[src/sv/ds2i_pkg.sv]
package ds2i_pkg;

   // Character codes
   localparam logic [7:0] MinusCode = 8'h2D;
   localparam logic [7:0] ZeroCode  = 8'h30;
   localparam logic [7:0] NineCode  = 8'h39;

   localparam int AccWidth = 64;

   // Largest negative magnitude accepted (2^63)
   localparam logic [AccWidth-1:0] NegLimit = {1'b1, {(AccWidth-1){1'b0}}};

   // Parse state carried from one character to the next
   typedef struct packed {
      logic [AccWidth-1:0] acc;
      logic                neg;
      logic                failed;
      logic                at_start;
      logic                digit_seen;
   } parse_state_type;

   localparam parse_state_type StateReset = '{
      acc:        '0,
      neg:        1'b0,
      failed:     1'b0,
      at_start:   1'b1,
      digit_seen: 1'b0
   };

   // Result of one finished string
   typedef struct packed {
      logic                is_integer;
      logic [AccWidth-1:0] value;
   } parse_result_type;

endpackage

[src/sv/ds2i_step.sv]
module ds2i_step (
   input  ds2i_pkg::parse_state_type  state,
   input  logic [7:0]                 char_code,
   input  logic                       has_char,
   input  logic                       last,
   output ds2i_pkg::parse_state_type  state_next,
   output ds2i_pkg::parse_result_type result
);

   ds2i_pkg::parse_state_type after;
   logic                      is_digit;
   logic [3:0]                digit;
   logic [ds2i_pkg::AccWidth+3:0] times_ten;
   logic [ds2i_pkg::AccWidth+3:0] sum;
   logic                      ok;

   // Multiply by ten as two shifts, then add the digit; carry bits flag overflow
   assign is_digit  = (char_code >= ds2i_pkg::ZeroCode) && (char_code <= ds2i_pkg::NineCode);
   assign digit     = 4'(char_code - ds2i_pkg::ZeroCode);
   assign times_ten = {1'b0, state.acc, 3'b000} + {3'b000, state.acc, 1'b0};
   assign sum       = times_ten + (ds2i_pkg::AccWidth+4)'(digit);

   // Fold one character into the parse state
   always_comb begin
      after          = state;
      after.at_start = state.at_start && !has_char;
      if (has_char && !state.failed) begin
         if (state.at_start && char_code == ds2i_pkg::MinusCode) begin
            after.neg = 1'b1;
         end else if (!is_digit) begin
            after.failed = 1'b1;
         end else if (sum[ds2i_pkg::AccWidth+3:ds2i_pkg::AccWidth] != 4'd0) begin
            after.failed = 1'b1;
         end else begin
            after.acc        = sum[ds2i_pkg::AccWidth-1:0];
            after.digit_seen = 1'b1;
         end
      end
   end

   // Range check against the signed 64-bit limits and form the value
   always_comb begin
      ok = !after.failed && after.digit_seen &&
           (after.neg ? (after.acc <= ds2i_pkg::NegLimit) : !after.acc[ds2i_pkg::AccWidth-1]);
      result.is_integer = ok;
      if (!ok) begin
         result.value = '0;
      end else if (after.neg) begin
         result.value = '0 - after.acc;
      end else begin
         result.value = after.acc;
      end
   end

   // Start over after the end of a string
   assign state_next = last ? ds2i_pkg::StateReset : after;

endmodule

[src/sv/decimal_string_to_int64.sv]
// Channel   Direction  Ports                                        Transaction
// req       in         req_char_code, req_has_char, req_last        one character
// rsp       out        rsp_is_integer, rsp_int_value                one parsed string
//
// One character per cycle unless a last character waits: an input register, then
// one step (multiply by ten, add digit, carry check, range check) into the parse
// state and result register.
// Reset is synchronous; it empties both stages and clears the parse state.
// A last character waits in the input register while a result is held unaccepted;
// other characters keep flowing.
module decimal_string_to_int64 (
   input  logic               clock,
   input  logic               reset,
   input  logic               req_valid,
   output logic               req_ready,
   input  logic [7:0]         req_char_code,
   input  logic               req_has_char,
   input  logic               req_last,
   output logic               rsp_valid,
   input  logic               rsp_ready,
   output logic               rsp_is_integer,
   output logic signed [63:0] rsp_int_value
);

   logic                       s1_valid_ff, s1_valid_in;
   logic [7:0]                 s1_char_ff;
   logic                       s1_has_ff;
   logic                       s1_last_ff;
   logic                       s1_fire;
   logic                       rsp_free;
   ds2i_pkg::parse_state_type  state_ff, state_in, state_step;
   ds2i_pkg::parse_result_type result_ff, result_step;
   logic                       rsp_valid_ff, rsp_valid_in;

   // Advance stage one unless a finished string has nowhere to go
   assign rsp_free  = !rsp_valid_ff || rsp_ready;
   assign s1_fire   = s1_valid_ff && (!s1_last_ff || rsp_free);
   assign req_ready = !s1_valid_ff || s1_fire;

   assign s1_valid_in = (req_valid && req_ready) || (s1_valid_ff && !s1_fire);

   ds2i_step u_step (
      .state      (state_ff),
      .char_code  (s1_char_ff),
      .has_char   (s1_has_ff),
      .last       (s1_last_ff),
      .state_next (state_step),
      .result     (result_step)
   );

   assign state_in     = s1_fire ? state_step : state_ff;
   assign rsp_valid_in = (s1_fire && s1_last_ff) || (rsp_valid_ff && !rsp_ready);

   // Control and parse state
   always_ff @(posedge clock) begin
      if (reset) begin
         s1_valid_ff  <= 1'b0;
         rsp_valid_ff <= 1'b0;
         state_ff     <= ds2i_pkg::StateReset;
      end else begin
         s1_valid_ff  <= s1_valid_in;
         rsp_valid_ff <= rsp_valid_in;
         state_ff     <= state_in;
      end
   end

   // Capture the input transaction
   always_ff @(posedge clock) begin
      if (req_valid && req_ready) begin
         s1_char_ff <= req_char_code;
         s1_has_ff  <= req_has_char;
         s1_last_ff <= req_last;
      end
   end

   // Load the result register at the end of a string
   always_ff @(posedge clock) begin
      if (s1_fire && s1_last_ff) begin
         result_ff <= result_step;
      end
   end

   assign rsp_valid      = rsp_valid_ff;
   assign rsp_is_integer = result_ff.is_integer;
   assign rsp_int_value  = $signed(result_ff.value);

   // A failed string reports zero
   assert property (@(posedge clock) disable iff (reset)
      rsp_valid && !rsp_is_integer |-> rsp_int_value == 64'sd0)
      else $error("failed string with nonzero value");

   // A blocked last character holds in stage one
   assert property (@(posedge clock) disable iff (reset)
      s1_valid_ff && s1_last_ff && rsp_valid_ff && !rsp_ready |=>
         s1_valid_ff && s1_last_ff && $stable(s1_char_ff) && $stable(s1_has_ff))
      else $error("blocked last character lost");

   // The parse state restarts after each string
   assert property (@(posedge clock) disable iff (reset)
      s1_fire && s1_last_ff |=> state_ff == ds2i_pkg::StateReset)
      else $error("parse state not cleared after string end");

   // Only a string end loads a result
   assert property (@(posedge clock) disable iff (reset)
      !rsp_valid_ff && !(s1_fire && s1_last_ff) |=> !rsp_valid_ff)
      else $error("result appeared without a string end");

endmodule
[config.mk]
export PLATFORM = sky130hd
export DESIGN_NAME = decimal_string_to_int64
export DESIGN_NICKNAME = d
export VERILOG_FILES = /design/src/sv/ds2i_pkg.sv /design/src/sv/ds2i_step.sv /design/src/sv/decimal_string_to_int64.sv
export SDC_FILE = /design/constraint.sdc
export NUM_CORES = 1
export LEC_CHECK = 0
export BUFFER_PORTS_ARGS = -buffer_cell sky130_fd_sc_hd__clkbuf_2
export CORE_ASPECT_RATIO = 0.6
export CORE_UTILIZATION = 45
export DETAILED_ROUTE_END_ITERATION = 8
export GPL_ROUTABILITY_DRIVEN = 0
export GPL_TIMING_DRIVEN = 0
export RECOVER_POWER = 100
export SYNTH_ARGS = -nofsm -noshare
export SYNTH_HDL_FRONTEND = slang
export SYNTH_HIERARCHICAL = 1
export SYNTH_SLANG_ARGS = --single-unit
export TNS_END_PERCENT = 10
[constraint.sdc]
create_clock -name clock -period 8.09 [get_ports clock]
set_input_delay 0.4045 -clock clock [delete_from_list [all_inputs] [get_ports clock]]
set_output_delay 0.4045 -clock clock [all_outputs]
set_load 0.02 [all_outputs]
Yosys cells after proc, flatten, opt, wreduce, memory -nomap -nowiden

Index checks and enable logic that the tools add are counted.

Register bits: 145
Bits of input ports: 14
Output and inout bits: 67
Logic and storage cells: 61

Add/subtract/negate cells: 4
$lt $le $gt $ge: 3
Equal/unequal tests: 1
Multiplexer cells: 15
Reductions and logical operators: 26

Operators with widths:

| cell                    | number |
|---|---|
| $mux W64                | 4 |
| $add A67 B65 Y68        | 1 |
| $add A68 B4 Y68         | 1 |
| $mux W68                | 1 |
| $mux W66                | 1 |
| $le A64 B64 Y1 const B  | 1 |
| $sub A1 B64 Y64 const A | 1 |
| $logic_and A1 B1 Y1     | 11 |
| $logic_not A1 Y1        | 9 |
| $mux W1                 | 9 |
| $eq A8 B6 Y1 const B    | 1 |
| $ge A8 B6 Y1 const B    | 1 |
| $le A8 B6 Y1 const B    | 1 |
| $logic_or A1 B1 Y1      | 5 |
| $reduce_bool A4 Y1      | 1 |
| $sub A4 B1 Y4 const B   | 1 |

Longest topological paths before layout

Word-level depth: 10
Mapped depth: 26
Gate-level depth less buffers: 22

Modules after synthesis

Netlist, hierarchy kept.

Modules (own cells, without submodules):

| module                  | instances | cells each | area an instance (um^2) | seq. area each (um^2) |
|---|---|---|---|---|
| ds2i_step               | 1         | 1437       | 9372.7                  | 0.0 |
| decimal_string_to_int64 | 1         | 381        | 5367.6                  | 3653.5 |

Worst setup path before layout

Ideal clock, no wire load.

Path type: reg-to-reg
Start: register state_ff[4] (netlist name)
End: register result_ff, in the netlist rsp_int_value[62] (data pin)
Library setup time: 0.273 ns
Arrival time: 6.108 ns
Data required time: 7.817 ns
Setup slack: 1.709 ns
Stages on the path, launching flop included: 27
Path buffers: 4
Clock period less this slack: 6.381 ns
Cells stage by stage: dfxtp_1 -> inv_1 -> fa_1 -> inv_1 -> fa_1 -> a21oi_1 -> o211ai_1 -> a211oi_1 -> o21ai_1 -> a41oi_1 -> o21ai_1 -> mux2_2 -> nor2_8 -> buf_4 -> buf_2 -> buf_2 -> buf_2 -> mux2i_1 -> ha_1 -> inv_1 -> nor4bb_1 -> and3_1 -> mux2_2 -> nor4b_2 -> nor2b_1 -> o21ai_0 -> nor3b_1

Longest elaborated chain between the ends: 10
Elaborated cells on any way between the ends: 22
Those cells by class: add/sub: 3; order compare: 1; mux: 13; reduce/logical: 5

Ends and longest elaborated chain:

| what                                                  | RTL line                         | text |
|---|---|---|
| from (decl)                                           | decimal_string_to_int64.sv:31    | `ds2i_pkg::parse_state_type state_ff, state_in, state_step;` |
| from (signal assigned)                                | decimal_string_to_int64.sv:59    | `state_ff <= ds2i_pkg::StateReset;` |
| from (signal assigned)                                | decimal_string_to_int64.sv:63    | `state_ff <= state_in;` |
| $add A67 B65 Y68                                      | ds2i_step.sv:20                  | `assign times_ten = {1'b0, state.acc, 3'b000} + {3'b000, state.acc, 1'b0};` |
| $add A68 B4 Y68                                       | ds2i_step.sv:21                  | `assign sum = times_ten + (ds2i_pkg::AccWidth+4)'(digit);` |
| $reduce_bool A4 Y1                                    | ds2i_step.sv:32                  | `end else if (sum[ds2i_pkg::AccWidth+3:ds2i_pkg::AccWidth] != 4'd0) begin` |
| $mux W64 / $mux W1 (equally long branches)            | ds2i_step.sv:32                  |  |
| $mux W64 / $mux W1 (equally long branches)            | ds2i_step.sv:30                  | `end else if (!is_digit) begin` |
| $mux W64 / $mux W1 (equally long branches)            | ds2i_step.sv:28                  | `if (state.at_start && char_code == ds2i_pkg::MinusCode) begin` |
| $mux W66                                              | ds2i_step.sv:27                  | `if (has_char && !state.failed) begin` |
| $le A64 B64 Y1, or another cell as far along          | ds2i_step.sv:44                  | `(after.neg ? (after.acc <= ds2i_pkg::NegLimit) : !after.acc[ds2i_pkg::AccWidth-1]);` |
| $mux W1 / $logic_and A1 B1 Y1 (equally long branches) | ds2i_step.sv:44, ds2i_step.sv:43 |  |
| $logic_and A1 B1 Y1                                   | ds2i_step.sv:43                  | `ok = !after.failed && after.digit_seen &&` |
| to (signal assigned)                                  | decimal_string_to_int64.sv:79    | `result_ff <= result_step;` |
| to (decl)                                             | decimal_string_to_int64.sv:32    | `ds2i_pkg::parse_result_type result_ff, result_step;` |

Several ways; a longest one is shown, not always the timed one.
A chain may end at the register's enable or synchronous reset.

Worst setup path in the final report

Start: register state_ff[15] (netlist name)
End: register result_ff, in the netlist rsp_int_value[38] (data pin)

Same word-level chain as after synthesis.

==> results.yml <==
critical_path:
  critPathArrivalTime_ns: 8.46
  worstSetupPathType: "reg -> reg"
  rr_worst_depth: 22
  r2r_setup_slack_ns: -0.17
  r2r-start: "state_ff[15]"
  start_kind: "register"
  critPathRequiredTime_ns: 8.29
  endpoint_kind: "register"
  r2r_end: "rsp_int_value[38]"
  cp_max_fo: 10
hold_path:
  hp-start: "req_char_code[6]"
  hold_class: "in -> reg"
  min_to: "s1_char_ff[6]"
  whs_path_depth: 1
pwr:
  powerDensity_nw_per_um2: 108
  p_seq_share_pct: 44.9
  netSwitchingFraction_pct: 26.4
  intPower_uw: 1290
  leakagePower_uw: 0.00628
  combPwrFrac_pct: 6.9
  irDropWorstVdd_mv: 0.132
  finalPower_uw: 1760
  power_frac_clock_pct: 48.2
  p_switching_uw: 465
floorplanning:
  start_util_pct: 46.5
  dieArea_um2: 33500
  std_cell_rows: 50
  die_w_um: 236
  core_um2: 31700
  io_pins: 81
  dieHeight_um: 142
clocking:
  cts.sinks: 145
  clk_path_buf_depth: 2
  cts_tree: "built"
  cts-root-buf: "clkbuf_16"
  clkSlewWorstSetupHoldPaths_ns: 0.07
  worstSkewPairLatency_ns: 0.45
  htreeDepth: 4
  cts_buffers: 17
timing:
  slew_violations: 66
  rsz0062_at_grt: "false"
  fin_skew_ns: 0.0178
  setup_violations: 1
  tightest_slew_ns: 4.18
  hold_viol: 0
  setup_slack_ns: -0.166
  relSlewSlack_pct: -179
  fin_hold_ws_ns: 0.140
  period_needed_ns: 8.26
  fmax_ghz: 0.121
  timing.final.crit_share_pct: 102
run_status:
  violations: "max-capacitance violations, max-slew violations, negative setup slack"
  status: "finished, violations left"
synthesis:
  synthFlopType: "edfxtp_1"
  synth_cells: 1818
  ys_seq_area_share_pct: 24.8
  synthArstFlopShare_pct: 0
  synth_edf_count: 75
  yosysUniqueCellTypes: 93
  ys_seq_elements: 145
  avgSynthCellArea_um2: 8.11
  syn_nets: 1962
  syn-cell-area_um2: 14700
  yosysWarnings: 6
global_routing:
  antenna_found_initial: 0
  grt_max_degree: 66
  grt_overflow: 0
  grt_first_pass_wirelength_um: 83800
  grtUsageTotal_pct: 33.2
  grt_pass1_vias: 13600
final_layout:
  antenna_cells: 0
  nets: 2062
  seq_area_um2: 3650
  syn_to_final_growth_pct: 10.2
  drive_gt1_share_pct: 7.09
  stdcell_area_um2: 16200
  fillers: 3099
  final_common_cell: "nor2_1"
  multi_input_area_um2: 10600
  mostFrequentLayoutCells: "252 x nor2_1, 142 x nand2b_1, 130 x mux2i_1, 127 x a21oi_1, 127 x ha_1"
route:
  drtIter0Drc: 2192
  detail_route.wl_per_cell_um: 24.2
  vias_per_cell: 6.39
  ant_nets: 0
  drt-total-wl_um: 56800
  vias: 15000
  firstDrtPassIters: 6
  drc_errors: 0
placed_design:
  placed_area_um2: 15700
  port_buffers: 79
  dp.final_hpwl_um: 44600
job:
  maxCapViolations: 1
[sequential cells by signal (all words and copies together) (netlist names)]
| register | flops |
|---|---|
| rsp_int_value | 64 |
| rsp_is_integer | 1 |
| rsp_valid | 1 |
| s1_char_ff | 8 |
| s1_has_ff | 1 |
| s1_last_ff | 1 |
| s1_valid_ff | 1 |
| state_ff | 68 |
[power by group through the flow]
stage	combinational, µW	clock, µW	sequential, µW
final	121	848	791
after global routing	126	879	793
after CTS	122	853	790
after detailed placement	121	0	806
after global placement	121	0	807
after floorplan	65.2	0	820
[how the worst max path moves through the flow]
stage                       from           endpoint  slack (ns)
floorplan            state_ff[4]  rsp_int_value[62]        1.71
global placement     state_ff[4]  rsp_int_value[62]       -1.42
detailed placement   state_ff[4]  rsp_int_value[62]       -1.37
CTS                 state_ff[16]  rsp_int_value[38]       0.004
global route         state_ff[4]  rsp_int_value[38]        0.03
finish              state_ff[15]  rsp_int_value[38]       -0.17
[routing by layer]
| metal | share of wire [%] | GRT usage [%] | vias to the layer above |
|---|---|---|---|
| li1 | - | - | 6846 |
| met1 | 47 | 50.9 | 7082 |
| met2 | 35 | 42.1 | 963 |
| met3 | 15 | 11.5 | 104 |
| met4 | 2.7 | 8.81 | 2 |
| met5 | 0.17 | 2.02 | - |
[critical path: stages, from the launching register on]
cell and delay [ns]:
dfxtp_1 0.48, ha_1 0.30, ha_1 0.41, a21oi_1 0.35, a2bb2oi_1 0.57, o21a_1 0.25, a31oi_2 0.24, nor3_4 0.54
o21ai_1 0.21, mux2i_2 0.49, nand2_2 0.34, clkbuf_2 0.34, clkbuf_2 0.37, mux2i_1 0.35, ha_2 0.34, inv_1 0.14
nor4bb_2 0.58, and3_1 0.23, mux2_2 0.28, nor2b_2 0.36, o21ai_0 0.26, a21o_1 0.23, a21oi_1 0.34
[final cells by class]
class / count / area share (%)
multi-input cells: 1558 / 65.4
flip-flops and latches: 145 / 22.5
well taps: 416 / 3.21
clock buffers: 17 / 2.62
plain buffers: 94 / 2.58
repair buffers: 83 / 2.09
clock inverters: 15 / 1.19
inverters: 19 / 0.439
[synthesized netlist by cell type (all sizes together) (6+ instances only)]
library cell	n	area (µm²)
a211o	6	52.6
a211oi	15	118
a21boi	9	75.1
a21o	25	188
a21oi	128	644
a31oi	23	144
and2	13	81.3
and3	11	68.8
buf	47	273
clkbuf	49	184
dfxtp	70	1400
edfxtp	75	2250
ha	128	1600
inv	19	71.3
mux2	12	135
mux2i	133	1340
nand2	124	465
nand2b	142	888
nand3	41	205
nand4	30	188
nor2	253	966
nor2b	10	70.1
nor3	60	310
nor3b	6	45.0
nor4	27	181
o211ai	17	128
o21a	10	75.1
o21ai	98	490
o31ai	17	128
o41ai	7	95.1
or2	8	50.1
or3	20	125
or4	11	82.6
xnor2	50	438
xor2	54	473
[cells by family after synthesis]
| family | after synthesis | synth area share [%] |
|---|---|---|
| simple gates | 777 | 26.6 |
| compound gates | 402 | 17.6 |
| mux | 145 | 10.0 |
| flops | 145 | 24.8 |
| fa+ha+maj | 130 | 11.1 |
| buf+inv | 115 | 3.58 |
| xor+xnor | 104 | 6.18 |
[timing repair]
item | CTS | global route
hold buffers | 0 | 0
gates cloned | 0 | 0
setup endpoints to repair | 64 | 48
gates resized for setup | 12 | 7
pin swaps | 2 | 1
setup buffers | 2 | 2
[per-stage QoR]
step	utilization, %	cells	worst slack (ns)	TNS (ns)
finish	51.2	2347	-0.166	-0.166
global route	51.2	2347	0.0270	0
CTS	51.5	2346	0.00411	0
detailed placement	49.4	2313	-1.37	-42.31
global placement	49.4	2313	-1.42	-45.18
floorplan	-	1818	1.71	0
Power figures use the tool's default switching activity.
